<file path="src/sv/mctb_pkg.sv">
`default_nettype none

package mctb_pkg;

  localparam int TIMER_SLOTS_DEF = 8;

  localparam int OP_W      = 3;
  localparam int IDX_W     = 3;
  localparam int CNT_W32   = 32;
  localparam int INC_W     = 16;
  localparam int TIU_W     = 4;
  localparam int MASK_W    = 8;
  localparam int MASK_AW   = 3;
  localparam int STATE_W   = 2;
  localparam int CFG_IDX_W = 2;
  localparam int CFG_DAT_W = 32;

  // Configuration register indexes
  localparam logic [CFG_IDX_W-1:0] REG_TICK_INC = 2'd0;
  localparam logic [CFG_IDX_W-1:0] REG_TIU      = 2'd1;
  localparam logic [CFG_IDX_W-1:0] REG_ENDLESS  = 2'd2;

  localparam logic [INC_W-1:0]   TICK_INC_RST = 16'd1;
  localparam logic [TIU_W-1:0]   TIU_RST      = 4'd0;
  localparam logic [CNT_W32-1:0] ENDLESS_RST  = 32'd0;

  typedef enum logic [STATE_W-1:0] {
    ST_STOPPED = 2'd0,
    ST_RUNNING = 2'd1,
    ST_PAUSED  = 2'd2,
    ST_ELAPSED = 2'd3
  } status_t;

  typedef enum logic [OP_W-1:0] {
    OP_TICK    = 3'd0,
    OP_SET     = 3'd1,
    OP_RESTART = 3'd2,
    OP_CLEAR   = 3'd3,
    OP_PAUSE   = 3'd4,
    OP_RESUME  = 3'd5,
    OP_QUERY   = 3'd6
  } op_t;

  typedef enum logic [1:0] {
    FSM_IDLE = 2'd0,
    FSM_CMD  = 2'd1,
    FSM_TICK = 2'd2,
    FSM_RESP = 2'd3
  } fsm_t;

  typedef struct packed {
    status_t              status;
    logic [CNT_W32-1:0]   count;
    logic [CNT_W32-1:0]   target;
  } entry_t;

  localparam int ENTRY_W = $bits(entry_t);

  localparam entry_t ENTRY_RESET = '{status: ST_STOPPED, count: '0, target: '0};

endpackage

`default_nettype wire

</file>
<file path="src/sv/mctb_in_if.sv">
`default_nettype none

interface mctb_in_if;
  import mctb_pkg::*;

  logic                 valid;
  logic                 ready;
  logic [OP_W-1:0]      operation;
  logic [IDX_W-1:0]     timer_index;
  logic [CNT_W32-1:0]   new_target;

  modport source (output valid, output operation, output timer_index, output new_target,
                  input ready);
  modport sink   (input valid, input operation, input timer_index, input new_target,
                  output ready);
endinterface

`default_nettype wire

</file>
<file path="src/sv/mctb_out_if.sv">
`default_nettype none

interface mctb_out_if;
  import mctb_pkg::*;

  logic                 valid;
  logic                 ready;
  logic [STATE_W-1:0]   timer_state;
  logic [CNT_W32-1:0]   current_count;
  logic                 elapsed_flag;
  logic [MASK_W-1:0]    elapsed_mask;
  logic                 index_error;

  modport source (output valid, output timer_state, output current_count,
                  output elapsed_flag, output elapsed_mask, output index_error,
                  input ready);
  modport sink   (input valid, input timer_state, input current_count,
                  input elapsed_flag, input elapsed_mask, input index_error,
                  output ready);
endinterface

`default_nettype wire

</file>
<file path="src/sv/mctb_cfg_if.sv">
`default_nettype none

interface mctb_cfg_if;
  import mctb_pkg::*;

  logic                   valid;
  logic                   ready;
  logic [CFG_IDX_W-1:0]   reg_index;
  logic [CFG_DAT_W-1:0]   wdata;

  modport source (output valid, output reg_index, output wdata, input ready);
  modport sink   (input valid, input reg_index, input wdata, output ready);
endinterface

`default_nettype wire

</file>
<file path="src/sv/mctb_ram.sv">
`default_nettype none

module mctb_ram #(
  parameter int WIDTH = 8,
  parameter int DEPTH = 8,
  parameter int AW    = (DEPTH > 1) ? $clog2(DEPTH) : 1
) (
  input  logic             clk,
  input  logic             we,
  input  logic [AW-1:0]    waddr,
  input  logic [WIDTH-1:0] wdata,
  input  logic [AW-1:0]    raddr,
  output logic [WIDTH-1:0] rdata
);

  logic [WIDTH-1:0] mem [DEPTH];

  always_ff @(posedge clk) begin
    if (we) begin
      mem[waddr] <= wdata;
    end
    rdata <= mem[raddr];
  end

endmodule

`default_nettype wire

</file>
<file path="src/sv/mctb_update.sv">
`default_nettype none

module mctb_update (
  input  logic                         tick,
  input  mctb_pkg::op_t                op,
  input  logic [mctb_pkg::CNT_W32-1:0] new_target,
  input  logic [mctb_pkg::INC_W-1:0]   tick_inc,
  input  logic [mctb_pkg::CNT_W32-1:0] endless,
  input  mctb_pkg::entry_t             cur,
  output mctb_pkg::entry_t             upd,
  output logic                         changed,
  output logic                         elapsed
);
  import mctb_pkg::*;

  logic [CNT_W32-1:0] sum;

  assign sum = cur.count + CNT_W32'(tick_inc);

  always_comb begin
    upd     = cur;
    changed = 1'b0;
    elapsed = 1'b0;
    if (tick) begin
      if (cur.status == ST_RUNNING) begin
        changed = 1'b1;
        if ((sum >= cur.target) && (cur.target != endless)) begin
          upd.status = ST_ELAPSED;
          upd.count  = '0;
          elapsed    = 1'b1;
        end else begin
          upd.count = sum;
        end
      end
    end else begin
      unique case (op)
        OP_SET: begin
          upd.target = new_target;
          upd.status = ST_RUNNING;
          changed    = 1'b1;
        end
        OP_RESTART: begin
          upd.target = new_target;
          upd.status = ST_RUNNING;
          upd.count  = '0;
          changed    = 1'b1;
        end
        OP_CLEAR: begin
          upd.count  = '0;
          upd.status = ST_STOPPED;
          changed    = 1'b1;
        end
        OP_PAUSE: begin
          upd.status = ST_PAUSED;
          changed    = 1'b1;
        end
        OP_RESUME: begin
          upd.status = ST_RUNNING;
          changed    = 1'b1;
        end
        default: begin
          // query and the unused code read the entry only
          changed = 1'b0;
        end
      endcase
    end
  end

endmodule

`default_nettype wire

</file>
<file path="src/sv/multi_channel_soft_timer_bank.sv">
`default_nettype none

// Channel  | Dir | Word
// ---------+-----+-------------------------------------------------------------
// in_chan  | in  | operation, timer_index, new_target
// out_chan | out | timer_state, current_count, elapsed_flag, elapsed_mask,
//          |     | index_error
// cfg_chan | in  | reg_index, wdata (always ready)
//
// A command word goes through one RAM read, one modify-and-write and one result
// hand-over until its result register is loaded.
// A tick word sweeps the N slots in use: the sweep reads,
// updates and writes back one slot per cycle through the single timer RAM.
// Reset is synchronous and active low; the timer RAM is not cleared, a valid
// bit per slot makes an unwritten slot read as stopped with zero count/target.
// A waiting result in the output register does not stop the next word being
// accepted; only a second finished result stalls until the first is taken.

module multi_channel_soft_timer_bank #(
  parameter int TIMER_SLOTS = mctb_pkg::TIMER_SLOTS_DEF
) (
  input  logic       clk,
  input  logic       rst_n,
  mctb_in_if.sink    in_chan,
  mctb_out_if.source out_chan,
  mctb_cfg_if.sink   cfg_chan
);
  import mctb_pkg::*;

  localparam int SLOT_AW = (TIMER_SLOTS > 1) ? $clog2(TIMER_SLOTS) : 1;
  localparam int ACT_W   = SLOT_AW + 1;

  // Configuration registers
  logic [INC_W-1:0]   inc_r;
  logic [TIU_W-1:0]   tiu_r;
  logic [CNT_W32-1:0] endless_r;

  // Sequencer
  fsm_t               state_r, state_nxt;
  logic [SLOT_AW-1:0] cnt_r, cnt_nxt;
  logic [MASK_W-1:0]  mask_r, mask_nxt;

  // Captured command word
  op_t                op_r;
  logic [IDX_W-1:0]   idx_r;
  logic [CNT_W32-1:0] tgt_r;

  // Pending result
  status_t            res_state_r, res_state_nxt;
  logic [CNT_W32-1:0] res_count_r, res_count_nxt;
  logic               res_flag_r, res_flag_nxt;
  logic               res_err_r, res_err_nxt;

  // Output register
  logic               out_vld_r;
  status_t            out_state_r;
  logic [CNT_W32-1:0] out_count_r;
  logic               out_flag_r;
  logic [MASK_W-1:0]  out_mask_r;
  logic               out_err_r;

  // Timer RAM and per-slot valid bits
  logic                 ram_we;
  logic [SLOT_AW-1:0]   ram_waddr;
  logic [SLOT_AW-1:0]   ram_raddr;
  logic [ENTRY_W-1:0]   ram_rdata;
  logic [TIMER_SLOTS-1:0] vld_r;
  logic                 rd_vld_r;
  entry_t               rd_entry;
  entry_t               upd_entry;
  logic                 upd_changed;
  logic                 upd_elapsed;

  logic               in_fire;
  logic               out_load;
  logic [ACT_W-1:0]   active_n;
  logic               idx_err;
  logic [SLOT_AW-1:0] idx_addr;
  logic [MASK_AW-1:0] bit_sel;
  logic               sweep_last;

  // Slots in use, clamped to what the RAM holds
  assign active_n = (32'(tiu_r) > 32'(TIMER_SLOTS)) ? ACT_W'(TIMER_SLOTS) : ACT_W'(tiu_r);
  assign idx_err  = 32'(idx_r) >= 32'(active_n);
  assign idx_addr = SLOT_AW'(idx_r);
  assign bit_sel  = MASK_AW'(cnt_r);
  assign sweep_last = (({1'b0, cnt_r} + ACT_W'(1)) == active_n);

  assign in_chan.ready  = (state_r == FSM_IDLE);
  assign in_fire        = in_chan.valid && in_chan.ready;
  assign cfg_chan.ready = 1'b1;
  assign out_load       = (state_r == FSM_RESP) && (!out_vld_r || out_chan.ready);

  assign out_chan.valid         = out_vld_r;
  assign out_chan.timer_state   = out_state_r;
  assign out_chan.current_count = out_count_r;
  assign out_chan.elapsed_flag  = out_flag_r;
  assign out_chan.elapsed_mask  = out_mask_r;
  assign out_chan.index_error   = out_err_r;

  // An unwritten slot reads as its reset value
  assign rd_entry = rd_vld_r ? entry_t'(ram_rdata) : ENTRY_RESET;

  mctb_ram #(
    .WIDTH (ENTRY_W),
    .DEPTH (TIMER_SLOTS),
    .AW    (SLOT_AW)
  ) u_ram (
    .clk   (clk),
    .we    (ram_we),
    .waddr (ram_waddr),
    .wdata (ENTRY_W'(upd_entry)),
    .raddr (ram_raddr),
    .rdata (ram_rdata)
  );

  mctb_update u_update (
    .tick       (state_r == FSM_TICK),
    .op         (op_r),
    .new_target (tgt_r),
    .tick_inc   (inc_r),
    .endless    (endless_r),
    .cur        (rd_entry),
    .upd        (upd_entry),
    .changed    (upd_changed),
    .elapsed    (upd_elapsed)
  );

  // Next state and RAM control. Reads and writes never meet on one slot:
  // a command writes its slot before the next word can be accepted, and the
  // sweep writes slot k while reading slot k + 1.
  always_comb begin
    state_nxt     = state_r;
    cnt_nxt       = cnt_r;
    mask_nxt      = mask_r;
    res_state_nxt = res_state_r;
    res_count_nxt = res_count_r;
    res_flag_nxt  = res_flag_r;
    res_err_nxt   = res_err_r;
    ram_we        = 1'b0;
    ram_waddr     = cnt_r;
    ram_raddr     = '0;
    unique case (state_r)
      FSM_IDLE: begin
        ram_raddr = (in_chan.operation == OP_TICK) ? '0 : SLOT_AW'(in_chan.timer_index);
        if (in_fire) begin
          if (in_chan.operation == OP_TICK) begin
            mask_nxt      = '0;
            cnt_nxt       = '0;
            res_state_nxt = ST_STOPPED;
            res_count_nxt = '0;
            res_flag_nxt  = 1'b0;
            res_err_nxt   = 1'b0;
            state_nxt     = (active_n == '0) ? FSM_RESP : FSM_TICK;
          end else begin
            state_nxt = FSM_CMD;
          end
        end
      end
      FSM_CMD: begin
        mask_nxt = '0;
        if (idx_err) begin
          res_state_nxt = ST_STOPPED;
          res_count_nxt = '0;
          res_flag_nxt  = 1'b0;
          res_err_nxt   = 1'b1;
        end else begin
          ram_we        = upd_changed;
          ram_waddr     = idx_addr;
          res_state_nxt = upd_entry.status;
          res_count_nxt = upd_entry.count;
          res_flag_nxt  = (upd_entry.status == ST_ELAPSED);
          res_err_nxt   = 1'b0;
        end
        state_nxt = FSM_RESP;
      end
      FSM_TICK: begin
        ram_raddr = cnt_r + SLOT_AW'(1);
        ram_we    = upd_changed;
        ram_waddr = cnt_r;
        if (upd_elapsed && (32'(cnt_r) < 32'(MASK_W))) begin
          mask_nxt[bit_sel] = 1'b1;
        end
        if (sweep_last) begin
          state_nxt = FSM_RESP;
        end else begin
          cnt_nxt = cnt_r + SLOT_AW'(1);
        end
      end
      FSM_RESP: begin
        if (out_load) begin
          state_nxt = FSM_IDLE;
        end
      end
      default: begin
        state_nxt = FSM_IDLE;
      end
    endcase
  end

  always_ff @(posedge clk) begin
    if (!rst_n) begin
      state_r   <= FSM_IDLE;
      inc_r     <= TICK_INC_RST;
      tiu_r     <= TIU_RST;
      endless_r <= ENDLESS_RST;
      vld_r     <= '0;
      rd_vld_r  <= 1'b0;
      out_vld_r <= 1'b0;
    end else begin
      state_r <= state_nxt;
      // Register writes, unknown indexes dropped
      if (cfg_chan.valid && cfg_chan.ready) begin
        unique case (cfg_chan.reg_index)
          REG_TICK_INC: inc_r     <= INC_W'(cfg_chan.wdata);
          REG_TIU:      tiu_r     <= TIU_W'(cfg_chan.wdata);
          REG_ENDLESS:  endless_r <= CNT_W32'(cfg_chan.wdata);
          default:      ;
        endcase
      end
      if (ram_we) begin
        vld_r[ram_waddr] <= 1'b1;
      end
      // Track validity alongside the registered RAM read
      rd_vld_r <= (32'(ram_raddr) < 32'(TIMER_SLOTS)) && vld_r[ram_raddr];
      if (out_load) begin
        out_vld_r <= 1'b1;
      end else if (out_chan.ready) begin
        out_vld_r <= 1'b0;
      end
    end
  end

  // Payload registers
  always_ff @(posedge clk) begin
    cnt_r       <= cnt_nxt;
    mask_r      <= mask_nxt;
    res_state_r <= res_state_nxt;
    res_count_r <= res_count_nxt;
    res_flag_r  <= res_flag_nxt;
    res_err_r   <= res_err_nxt;
    if (in_fire) begin
      op_r  <= op_t'(in_chan.operation);
      idx_r <= in_chan.timer_index;
      tgt_r <= in_chan.new_target;
    end
    if (out_load) begin
      out_state_r <= res_state_r;
      out_count_r <= res_count_r;
      out_flag_r  <= res_flag_r;
      out_mask_r  <= mask_r;
      out_err_r   <= res_err_r;
    end
  end

endmodule

`default_nettype wire
</file>
<file path="src/flat_wrapper.sv">
// flat-port wrapper written by rule: the top's interface ports become plain ports
module multi_channel_soft_timer_bank_flat import mctb_pkg::*;
#(
  parameter int TIMER_SLOTS = mctb_pkg::TIMER_SLOTS_DEF
)
  (clk, rst_n, in_chan_valid, in_chan_operation, in_chan_timer_index, in_chan_new_target, in_chan_ready, out_chan_valid, out_chan_timer_state, out_chan_current_count, out_chan_elapsed_flag, out_chan_elapsed_mask, out_chan_index_error, out_chan_ready, cfg_chan_valid, cfg_chan_reg_index, cfg_chan_wdata, cfg_chan_ready);
  mctb_in_if in_chan_i ();
  mctb_out_if out_chan_i ();
  mctb_cfg_if cfg_chan_i ();
  input  logic clk;
  input  logic rst_n;
  input wire logic [$bits(in_chan_i.valid)-1:0] in_chan_valid;
  input wire logic [$bits(in_chan_i.operation)-1:0] in_chan_operation;
  input wire logic [$bits(in_chan_i.timer_index)-1:0] in_chan_timer_index;
  input wire logic [$bits(in_chan_i.new_target)-1:0] in_chan_new_target;
  output wire logic [$bits(in_chan_i.ready)-1:0] in_chan_ready;
  output wire logic [$bits(out_chan_i.valid)-1:0] out_chan_valid;
  output wire logic [$bits(out_chan_i.timer_state)-1:0] out_chan_timer_state;
  output wire logic [$bits(out_chan_i.current_count)-1:0] out_chan_current_count;
  output wire logic [$bits(out_chan_i.elapsed_flag)-1:0] out_chan_elapsed_flag;
  output wire logic [$bits(out_chan_i.elapsed_mask)-1:0] out_chan_elapsed_mask;
  output wire logic [$bits(out_chan_i.index_error)-1:0] out_chan_index_error;
  input wire logic [$bits(out_chan_i.ready)-1:0] out_chan_ready;
  input wire logic [$bits(cfg_chan_i.valid)-1:0] cfg_chan_valid;
  input wire logic [$bits(cfg_chan_i.reg_index)-1:0] cfg_chan_reg_index;
  input wire logic [$bits(cfg_chan_i.wdata)-1:0] cfg_chan_wdata;
  output wire logic [$bits(cfg_chan_i.ready)-1:0] cfg_chan_ready;
  assign in_chan_i.valid = in_chan_valid;
  assign in_chan_i.operation = in_chan_operation;
  assign in_chan_i.timer_index = in_chan_timer_index;
  assign in_chan_i.new_target = in_chan_new_target;
  assign in_chan_ready = in_chan_i.ready;
  assign out_chan_valid = out_chan_i.valid;
  assign out_chan_timer_state = out_chan_i.timer_state;
  assign out_chan_current_count = out_chan_i.current_count;
  assign out_chan_elapsed_flag = out_chan_i.elapsed_flag;
  assign out_chan_elapsed_mask = out_chan_i.elapsed_mask;
  assign out_chan_index_error = out_chan_i.index_error;
  assign out_chan_i.ready = out_chan_ready;
  assign cfg_chan_i.valid = cfg_chan_valid;
  assign cfg_chan_i.reg_index = cfg_chan_reg_index;
  assign cfg_chan_i.wdata = cfg_chan_wdata;
  assign cfg_chan_ready = cfg_chan_i.ready;
  multi_channel_soft_timer_bank #(.TIMER_SLOTS(TIMER_SLOTS)) u_core (.clk(clk), .rst_n(rst_n), .in_chan(in_chan_i), .out_chan(out_chan_i), .cfg_chan(cfg_chan_i));
endmodule
</file>
<file path="config.mk">
export PLATFORM = sky130hd
export DESIGN_NAME = multi_channel_soft_timer_bank_flat
export DESIGN_NICKNAME = d
export VERILOG_FILES = /design/src/sv/mctb_pkg.sv /design/src/sv/mctb_in_if.sv /design/src/sv/mctb_out_if.sv /design/src/sv/mctb_cfg_if.sv /design/src/sv/mctb_ram.sv /design/src/sv/mctb_update.sv /design/src/sv/multi_channel_soft_timer_bank.sv /design/src/flat_wrapper.sv
export SDC_FILE = /design/constraint.sdc
export NUM_CORES = 1
export LEC_CHECK = 0
export BUFFER_PORTS_ARGS = -buffer_cell sky130_fd_sc_hd__buf_2
export CORE_ASPECT_RATIO = 1.1
export CORE_MARGIN = 5
export CORE_UTILIZATION = 55
export CTS_CLUSTER_SIZE = 30
export DETAILED_ROUTE_END_ITERATION = 8
export PLACE_DENSITY = 0.72
export SYNTH_ARGS = -nofsm -noshare
export SYNTH_HDL_FRONTEND = slang
export SYNTH_SLANG_ARGS = --single-unit
</file>
<file path="constraint.sdc">
create_clock -name clk -period 7.7 [get_ports clk]
set_input_delay 1.155 -clock clk [delete_from_list [all_inputs] [get_ports clk]]
set_output_delay 1.155 -clock clk [all_outputs]
set_load 0.01 [all_outputs]
</file>
======== Yosys cells after proc, flatten, opt, wreduce, memory -nomap -nowiden ========
Memory sizes are Yosys's and may differ from the RTL's. A register that Yosys moved wholly into a read port is not among the register bits.
Cells that the tools add are included.
storage, ports and cells
  bits in registers ....................... 193
  memory bits (writable) .................. 528
  input bits .............................. 77
  memories ................................ 1
operators by class
  add/sub/neg operators ................... 3
  magnitude comparators ................... 8
  equality and inequality tests ........... 20
  mux-type cells .......................... 60
  bitwise gates (word level) .............. 2
  reductions and logical operators ........ 26
memories
  memory            words  width  rd ports  clocked after memory_dff  wr ports  line            RTL
  u_core.u_ram.mem  8      66     1         1                         1         mctb_ram.sv:16  logic [WIDTH-1:0] mem [DEPTH];
operators by type and width
  kind                                                                   number
  32-bit 2-to-1 mux                                                      7
  34-bit 2-to-1 mux                                                      2
  66-bit 2-to-1 mux                                                      1
  32-bit one-hot mux with 2 select lines                                 1
  32-bit by 16-bit adder with 32-bit output                              1
  32-bit >= comparator                                                   1
  32-bit != test                                                         1
  8-bit 2-to-1 mux                                                       3
  8-bit one-hot mux with 3 select lines                                  1
  1-bit 2-to-1 mux                                                       19
  3-bit 2-to-1 mux                                                       6
  2-bit 2-to-1 mux                                                       8
  8-bit bitwise OR                                                       2
  3-bit by 4-bit < comparator with 1-bit output, second input constant   3
  3-bit one-hot mux with 2 select lines                                  2
  2-bit equality test, second input constant                             4
  2-bit one-hot mux with 4 select lines                                  1
  4-bit AND reduction                                                    2
  1-bit demux with 3-bit select                                          2
  2-bit by 1-bit equality test with 1-bit output, second input constant  3
  3-bit by 2-bit equality test with 1-bit output, second input constant  2
  3-bit equality test, second input constant                             2
  3-bit by 1-bit >= comparator with 1-bit output, second input constant  2
  2-bit by 1-bit != test with 1-bit output, second input constant        3
  other kinds (25)                                                       40

======== Longest topological paths before layout ========
Gate-level depths: netlist of the first run.
  depth after elaboration ................. 10
  depth in mapped cells ................... 29

======== Hierarchy ========
A second synthesis of the first run with hierarchy kept.
unflattened totals
  cells, all modules ...................... 1965
  area total of the unflattened synthesis .. 32331.0 µm²
by module, submodules not included
  module                         instances  cells each  area each (µm²)  seq. area each (µm²)
  mctb_ram                       1          842         21174.1          17176.5
  multi_channel_soft_timer_bank  1          624         7667.4           5154.9
  mctb_update                    1          499         3489.6           0.0

======== Worst setup path before layout of the first run ========
OpenSTA, ideal clock, no wires.
  path kind ............................... flip-flop to flip-flop
  start ................................... register u_core.rd_vld_r
  end ..................................... register u_core.mask_r[0], enable pin
  arrival ................................. 5.881 ns
  required time ........................... 7.317 ns
  path slack .............................. 1.436 ns
  cell stages (with the launch flop) ...... 28
  clock period less this slack ............ 6.264 ns
  path through ............................ dfxtp_1 -> buf_4 -> buf_2 -> buf_2 -> buf_2 -> clkbuf_1 -> clkbuf_1 -> and2_1 -> ha_1 -> inv_1 -> fa_1 -> nor2b_1 -> o31a_1 -> o41ai_1 -> o21ai_0 -> nand3_1 -> nor2_1 -> xor2_1 -> and2_1 -> ha_1 -> and4_1 -> nand4_1 -> nor4_1 -> o41a_1 -> o2bb2ai_1 -> buf_4 -> o31a_1 -> nor3_1
on the way
  longest elaborated chain between the ends .. 9
  elaborated cells on any way between the ends .. 11
  classes of those cells .................. 1 x add/sub; 1 x order compare; 3 x eq/ne; 4 x mux; 2 x reduce/logical
RTL lines
  what                                                           line                                  RTL
  start, declared                                                multi_channel_soft_timer_bank.sv:68   logic rd_vld_r;
  start signal, assigned                                         multi_channel_soft_timer_bank.sv:225  rd_vld_r <= (32'(ram_raddr) < 32'(TIMER_SLOTS)) && vld_r[ram_raddr];
  66-bit 2-to-1 mux (*)                                          multi_channel_soft_timer_bank.sv:102  assign rd_entry = rd_vld_r ? entry_t'(ram_rdata) : ENTRY_RESET;
  32-bit by 16-bit adder with 32-bit output                      mctb_update.sv:18                     assign sum = cur.count + CNT_W32'(tick_inc);
  32-bit >= comparator                                           mctb_update.sv:27                     if ((sum >= cur.target) && (cur.target != endless)) begin
  1-bit logical AND                                              mctb_update.sv:27
  1-bit 2-to-1 mux                                               mctb_update.sv:27
  1-bit 2-to-1 mux (*)                                           mctb_update.sv:25                     if (cur.status == ST_RUNNING) begin
  1-bit 2-to-1 mux (*)                                           mctb_update.sv:24                     if (tick) begin
  2-bit by 1-bit != test with 1-bit output (no source line) (*)  -
  4-bit AND reduction (no source line) (*)                       -
  end signal, assigned                                           multi_channel_soft_timer_bank.sv:237  mask_r <= mask_nxt;
  end, declared                                                  multi_channel_soft_timer_bank.sv:41   logic [MASK_W-1:0] mask_r, mask_nxt;
Every way passes the cells marked *; elsewhere a longest branch is shown, timed or not.
A chain may end at the register's enable or synchronous reset.

======== Worst setup path in the final report of the first run ========
  start ................................... register u_core.rd_vld_r
  end ..................................... memory u_core.u_ram.mem[6][58] (netlist name) (data pin)
on the way
  longest elaborated chain between the ends .. 7
  elaborated cells on any way between the ends .. 10
  classes of those cells .................. 1 x add/sub; 1 x order compare; 2 x eq/ne; 5 x mux; 1 x reduce/logical
RTL lines
  what                                       line                                  RTL
  66-bit 2-to-1 mux (*)                      multi_channel_soft_timer_bank.sv:102
  32-bit by 16-bit adder with 32-bit output  mctb_update.sv:18
  32-bit >= comparator                       mctb_update.sv:27
  1-bit logical AND                          mctb_update.sv:27
  32-bit 2-to-1 mux                          mctb_update.sv:27
  34-bit 2-to-1 mux                          mctb_update.sv:25
  34-bit 2-to-1 mux (*)                      mctb_update.sv:24
  named net u_core.u_ram.wdata[58]           mctb_ram.sv:11                        input logic [WIDTH-1:0] wdata,
  end, declared                              mctb_ram.sv:16
The timed path passes the listed nets; every way through them passes the cells marked *.

==> impl_results.md, run 1 <==
- CTS tree: yes
- Post-Synth XOR/XNOR Area: 0.0123
- Lkg Pwr: approximately 0.014 uW
- CP startpoint kind: flop
- CP Class: flop to flop
- Compound-gate portion of the synthesized area: 0.0693
- Pre-antenna DRT Iters: 6
- Pin count of the biggest net entering global routing: ~210
- Worst Slack Setup Final: roughly 760 ps
- Worst Path Required: ~8000 ps
- Minimum clock period: between 6000 and 7000 ps
- Syn. warnings: 0
- Hold buffers post-CTS: 0
- Min-Delay Path Class: flop to flop
- P per Cell Area: 363 nW/um2
- Crit-path cells: and2_1 > ha_1 > inv_1 > fa_1 > nor2b_1 > o31a_1 > o41ai_1 > o21ai_0 > nand2_1 > nor4_1 > xor2_1 > and2_1 > ha_1 > o21a_1 > nor2_1 > nor3_1 > or3b_2 > o2bb2ai_4 > a31oi_1 > a31oi_1
- CP max-delay cell: o2bb2ai_4
- Worst hold stages: 0
- CTS HTree Levels: 3
- Endpoints failing hold: 0
- Final ANT Viol Nets: 0
- Final critical-path share of the clock period: 0.901
- Slowest stage delay, CP: 830 ps
- Pre-CTS WS: ~1000 ps
- Min Hold Slack: ~430 ps
- Worst-skew pair later-pin latency: between 600 and 700 ps
- # IOs: about 120
- Dpl cells: roughly 3,600
- Layout area overhead: 12.6%
- Number of buffers created by CTS: a little under 80
- Synthesized Nets: ~3,000
- CTS sink count: 787
- Post-layout power: 13,400 uW
- Final setup viols: 0
- Gpl congestion: slightly above 0.9
- Post-CTS Setup Inserts: 0
- Maximum vdd drop: between 0.0002 and 0.0003 V
- Crit-path leading delay family: compound AO/OA/AOI/OAI gates
- CP Depth: 20
- Root buffer cell: clkbuf_16
- Sequential share of the synthesized area: 0.683
- Netlist Area Pre-Place: approximately 33,000 um2
- Share of cells above drive strength 1: 0.103
- Worst-path clk slew: ~60 ps
- Routed vias: roughly 23,000
- Total global-route track usage: 0.260
- Largest family of logic cells by synthesized area: simple AND/OR/NAND/NOR gates
- Post-synthesis cell type count: between 60 and 70
- Vias in the first global route: roughly 22,000
- Register bit total from synthesis: 787
- Max-slew violations: 0
- RSZ-0062 raised after global routing: no
- Post-route DRC: 0
- Worst Setup End Kind: flop
- Synth Area in Simple Gates: 0.190
- Adder-cell share of the synthesized area: 0.0220
- Wire length per cell: ~23 um
- Critical path fanouts, max: 38
- Status: finished clean
- Rel. slew slack: 0.0953
- Reg area: roughly 22,000 um2
- EDFF count, synth: around 660
- Core Box Area: a little under 60,000 um2
- Post-route setup TNS: 0 ps
- Final Non-Filler Cells: approximately 3,800
- Worst Path Buf+Inv: 1
- Max Freq: between 100 and 150 MHz
- Clk buf depth: 3
- First-pass GRT wire length: about 130 mm
- Slew @ Worst Pin: around 1400 ps
- Post-synth top flop: edfxtp_1
- Iteration-0 DRC Markers: roughly 2,500
- Critical Path AT: roughly 7200 ps
- Area of the multi-input gates: roughly 10000 um2
- Via density: slightly above 6
- Die area: between 60,000 and 70,000 um2
- Die Span X: between 200 and 250 um
- Setup Skew: between 20 and 30 ps
- Die span in y: roughly 270 um
- Starting Density: 0.557
- Multiplexer area fraction after synthesis: 0.00222
- Antenna violations before repair: 1
- I/O Buffers: between 100 and 150
- R2r worst-path depth: 20
- Post-DP HPWL: between 50 and 60 mm
- Share of synthesized registers carrying an async set or reset: 0
- Nets@finish: between 3,000 and 4,000
- Final WL: roughly 86 mm
- Row Count: between 90 and 100
- Total grt overflow: 0
- Synth Instances: 2,869
- Fillers: roughly 4,400
- MaxCap Viol Count: 0
- Synthesized area per cell: 11.4 um2
- Post-CTS Resized: 0
final cells by class:
class / instances / share of cell area
Antenna cell: 1 / 0.0000679
Clock inverter: 28 / 0.0117
Sequential cell: 787 / 0.606
Inverter: 21 / 0.00214
Timing Repair Buffer: 159 / 0.0255
Clock buffer: 115 / 0.0612
Tap cell: 760 / 0.0258
Multi-Input combinational cell: 1899 / 0.267
worst register-to-register path, delay by kind of cell, from the launching register on:
family	cells	cell delay [ps]
compound gates	7	2940
buf+inv	1	60
flops	1	440
simple gates	8	2160
fa+ha+maj	3	900
xor+xnor	1	140
cells in the mapped netlist (all sizes together), types with 24 or more instances:
library cell,count,area share
a21oi,111,0.017
o21ai,129,0.020
o21a,24,0.0055
ha,56,0.021
and2,29,0.0055
edfxtp,657,0.60
nand2,837,0.096
clkbuf,139,0.016
xnor2,30,0.0080
nand3,378,0.058
dfxtp,130,0.080
nor2,49,0.0056
through the flow:
step                      area, um2  utilization
after floorplan               32700            -
after global placement        34100        0.581
after detailed placement      34100        0.581
after CTS                     36800        0.627
after global routing          36800        0.627
final                         36800        0.627
sequential cells by signal, indices dropped and copies added (netlist names), 16 cells and up:
signal	count
u_core.u_ram.mem	528
u_core.u_ram.rdata	66
u_core.endless_r	32
u_core.out_chan.current_count	32
u_core.res_count_r	32
u_core.tgt_r	32
u_core.inc_r	16
per-layer routing:
metal | track usage | routed length [um] | vias to the layer above
li1 | - | - | 10500
met1 | 0.348 | 33900 | 11100
met2 | 0.434 | 41400 | 1083
met3 | 0.0386 | 7160 | 184
met4 | 0.102 | 3220 | 0
met5 | 0 | 0 | -
where the power goes:
part / switching (uW) / leakage [uW] / internal, uW
sequential: 335 / 0.00714 / 5330
combinational: 2710 / 0.00512 / 1060
clock: 1550 / 0.00131 / 2400
worst paths after layout:
check                                            start                                           to  slack, ps
setup / recovery            u_core.rd_vld_r$_SDFF_PN0_            u_core.u_ram.mem[6][58]$_DFFE_PP_        760
hold / removal    u_core.res_count_r[24]$_SDFFCE_PP0P_  u_core.out_chan.current_count[24]$_DFFE_PP_        430
hold reg to reg   u_core.res_count_r[24]$_SDFFCE_PP0P_  u_core.out_chan.current_count[24]$_DFFE_PP_        430
setup reg to reg            u_core.rd_vld_r$_SDFF_PN0_            u_core.u_ram.mem[6][58]$_DFFE_PP_        760
cell usage in the layout (no fill, tap or decap), types with 24 or more instances in the layout:
cell,Yosys,final
nor2_1,49,40
o21a_1,24,24
ha_1,56,56
edfxtp_1,657,657
buf_4,3,33
clkbuf_1,139,24
and2_1,28,27
clkbuf_16,0,81
nand2_1,837,837
xnor2_1,30,30
o21ai_0,129,127
buf_2,8,122
nand3_1,378,378
dfxtp_1,130,129
a21oi_1,111,111
cell families after synthesis:
logic type	after synthesis
AOI/OAI and AO/OA	378
other	1
xor gates and xnor gates	46
and+or+nand+nor	1410
buffers and inverters	183
adders and majority gates	57
muxes	7
DFF	787
Power figures use the tool's default switching activity.
==> inputs of run 2 (changes only) <==
CORE_UTILIZATION = 45   (was 55)
PLACE_DENSITY = not set   (was 0.72)
SLEW_MARGIN = 40   (was not set)
==> impl_results.md, run 2 (synthesis gave the netlist of run 1 again) <==
- Root buffer cell: clkbuf_16
- Final critical-path share of the clock period: 0.858
- Power share of the sequential group: 0.425
- Largest registers: u_core.u_ram.mem: 528 flops, u_core.u_ram.rdata: 66 flops
- Minimum clock period: 6600 ps
- Total global-route track usage: 0.221
- CTS HTree Levels: 3
- CTS sink count: ~790
- Row Count: 103
- Post-route DRC: 0
- RSZ-0062 raised after global routing: no
- Wire length per cell: 22.3 um
- Post-CTS Resized: 0
- Post-Layout Inst Area: 37,200 um2
- Die span in y: about 290 um
- Pre-CTS WS: approximately 1300 ps
- Commonest non-fill, non-tap cells in the layout: nand2_1, edfxtp_1, nand3_1
- Min-Delay Path Class: flop to flop
- Internal power: roughly 8600 uW
- Post-DP HPWL: 53.6 mm
- Final setup viols: 0
- Endpoints failing hold: 0
- Starting Density: 0.455
- Slew @ Worst Pin: 861 ps
- Worst-skew pair later-pin latency: between 600 and 700 ps
- Worst hold stages: 0
- Gpl congestion: around 0.93
- Critical path fanouts, max: between 60 and 70
- Area after DPL: around 35,000 um2
- Fillers: roughly 6,300
- CP Class: flop to flop
- MaxCap Viol Count: 0
- Pin count of the biggest net entering global routing: approximately 180
- Max FFs per register: ~530
- Setup Skew: about 26 ps
- Hold buffers post-CTS: 0
- Lkg Pwr: about 0.014 uW
- Rel. slew slack: 0.420
- CP startpoint kind: flop
- Iteration-0 DRC Markers: between 2,000 and 2,500
- Clock share of power: 0.286
- R2r worst-path depth: 20
- Worst Slack Setup Final: 1100 ps
- Global Route met3 Usage: 0.0288
- Status: finished clean
- First-pass GRT wire length: roughly 130 mm
- Layout area overhead: 13.8%
- Share of cells above drive strength 1: 0.106
- Antenna violations before repair: 1
- Nets@finish: around 3,100
- Pre-antenna DRT Iters: 8
- I/O Buffers: roughly 120
- # IOs: around 120
- Die Span X: around 270 um
- Worst Path Required: about 8000 ps
- Final ANT Viol Nets: 0
- Post-route setup TNS: 0 ps
- M2 GR Usage: 0.358
- Total grt overflow: 0
- P per Cell Area: ~360 nW/um2
- Max-slew violations: 0
- Maximum vdd drop: 0.000221 V
- CTS tree: yes
- Commonest non-fill, non-tap cell in the layout: nand2_1
- Via density: 5.70
- Worst-path clk slew: ~60 ps
- Combinational power share: 0.289
- Critical Path AT: about 7000 ps
- Largest Register: u_core.u_ram.mem
- GR Util met1: 0.308
- Vias in the first global route: ~22,000
- Gr busiest metal: met2
- Final WL: roughly 89 mm
- P_sw: between 4000 and 5000 uW
- Max Freq: between 150 and 200 MHz
- Post-layout power: approximately 13,000 uW
- Worst Setup End Kind: flop
- Die area: 78,200 um2
- Core Box Area: just over 70,000 um2
- Clk buf depth: 3
- Switching Share: 0.354
- Min Hold Slack: roughly 420 ps
- Routed vias: about 23,000
- Post-CTS Setup Inserts: 0
- Number of buffers created by CTS: 84
run 2: changes by cell type in the layout (fill, tap and decap cells not counted), sizes merged:
cell,delta
diode,+1
clkbuf,+5
inv,+4
bufinv,-10
clkinvlp,+1
buf,+6
clkinv,+14
run 2: metrics by stage:
| stage | util | std cells |
|---|---|---|
| 2_1_floorplan | - | 2869 |
| 3_3_place_gp | 0.479 | 3810 |
| 3_5_place_dp | 0.481 | 3815 |
| 4_1_cts | 0.517 | 3972 |
| 5_1_grt | 0.518 | 3974 |
| 6_report | 0.518 | 3976 |
run 2: worst max-delay path, cell delays in order (launching register included):
cell and delay (ps):
dfxtp_4 400, buf_4 540, and2_1 260, ha_1 250
and3_1 260, and3_1 230, a21oi_1 110, o21ai_0 460
a21o_1 340, nand2_1 80, a21boi_0 210, ha_1 280
and4_1 240, a21oi_1 120, o21ai_0 100, a211oi_1 290
or3b_2 500, o2bb2ai_4 630, buf_4 350, a32oi_1 170
nor2b_1 450
run 2: final timing paths:
path                                                     start  slack (ps)                                     to
worst max-delay path                u_core.rd_vld_r$_SDFF_PN0_        1100      u_core.u_ram.mem[3][62]$_DFFE_PP_
worst min-delay path            u_core.res_err_r$_SDFFCE_PP0P_         420  u_core.out_chan.index_error$_DFFE_PP_
worst max register to register      u_core.rd_vld_r$_SDFF_PN0_        1100      u_core.u_ram.mem[3][62]$_DFFE_PP_
worst min register to register  u_core.res_err_r$_SDFFCE_PP0P_         420  u_core.out_chan.index_error$_DFFE_PP_
run 2: layer usage:
layer  vias to the layer above  share of wire
met2                       836           0.48
met4                         0          0.036
li1                      10500              -
met1                     11200           0.42
met5                         -              0
met3                       179          0.061
run 2: power groups by stage:
stage	Sequential (uW)	Combinational [uW]	Clock, uW
finish	5660	3860	3810
floorplan	5590	2580	0
global route	5700	4270	4040
global placement	5740	3710	0
detailed placement	5740	3800	0
CTS	5660	3820	3870
run 2: area by class of cell:
class                   instances  area (um2)  area share
flip-flops and latches        787       22300       0.600
repair buffers                165        1140      0.0308
diodes                          2        5.00    0.000134
multi-input cells            1899        9880       0.265
well taps                     945        1180      0.0318
clock inverters                37         245     0.00659
inverters                      21        78.8     0.00212
clock buffers                 120        2360      0.0634
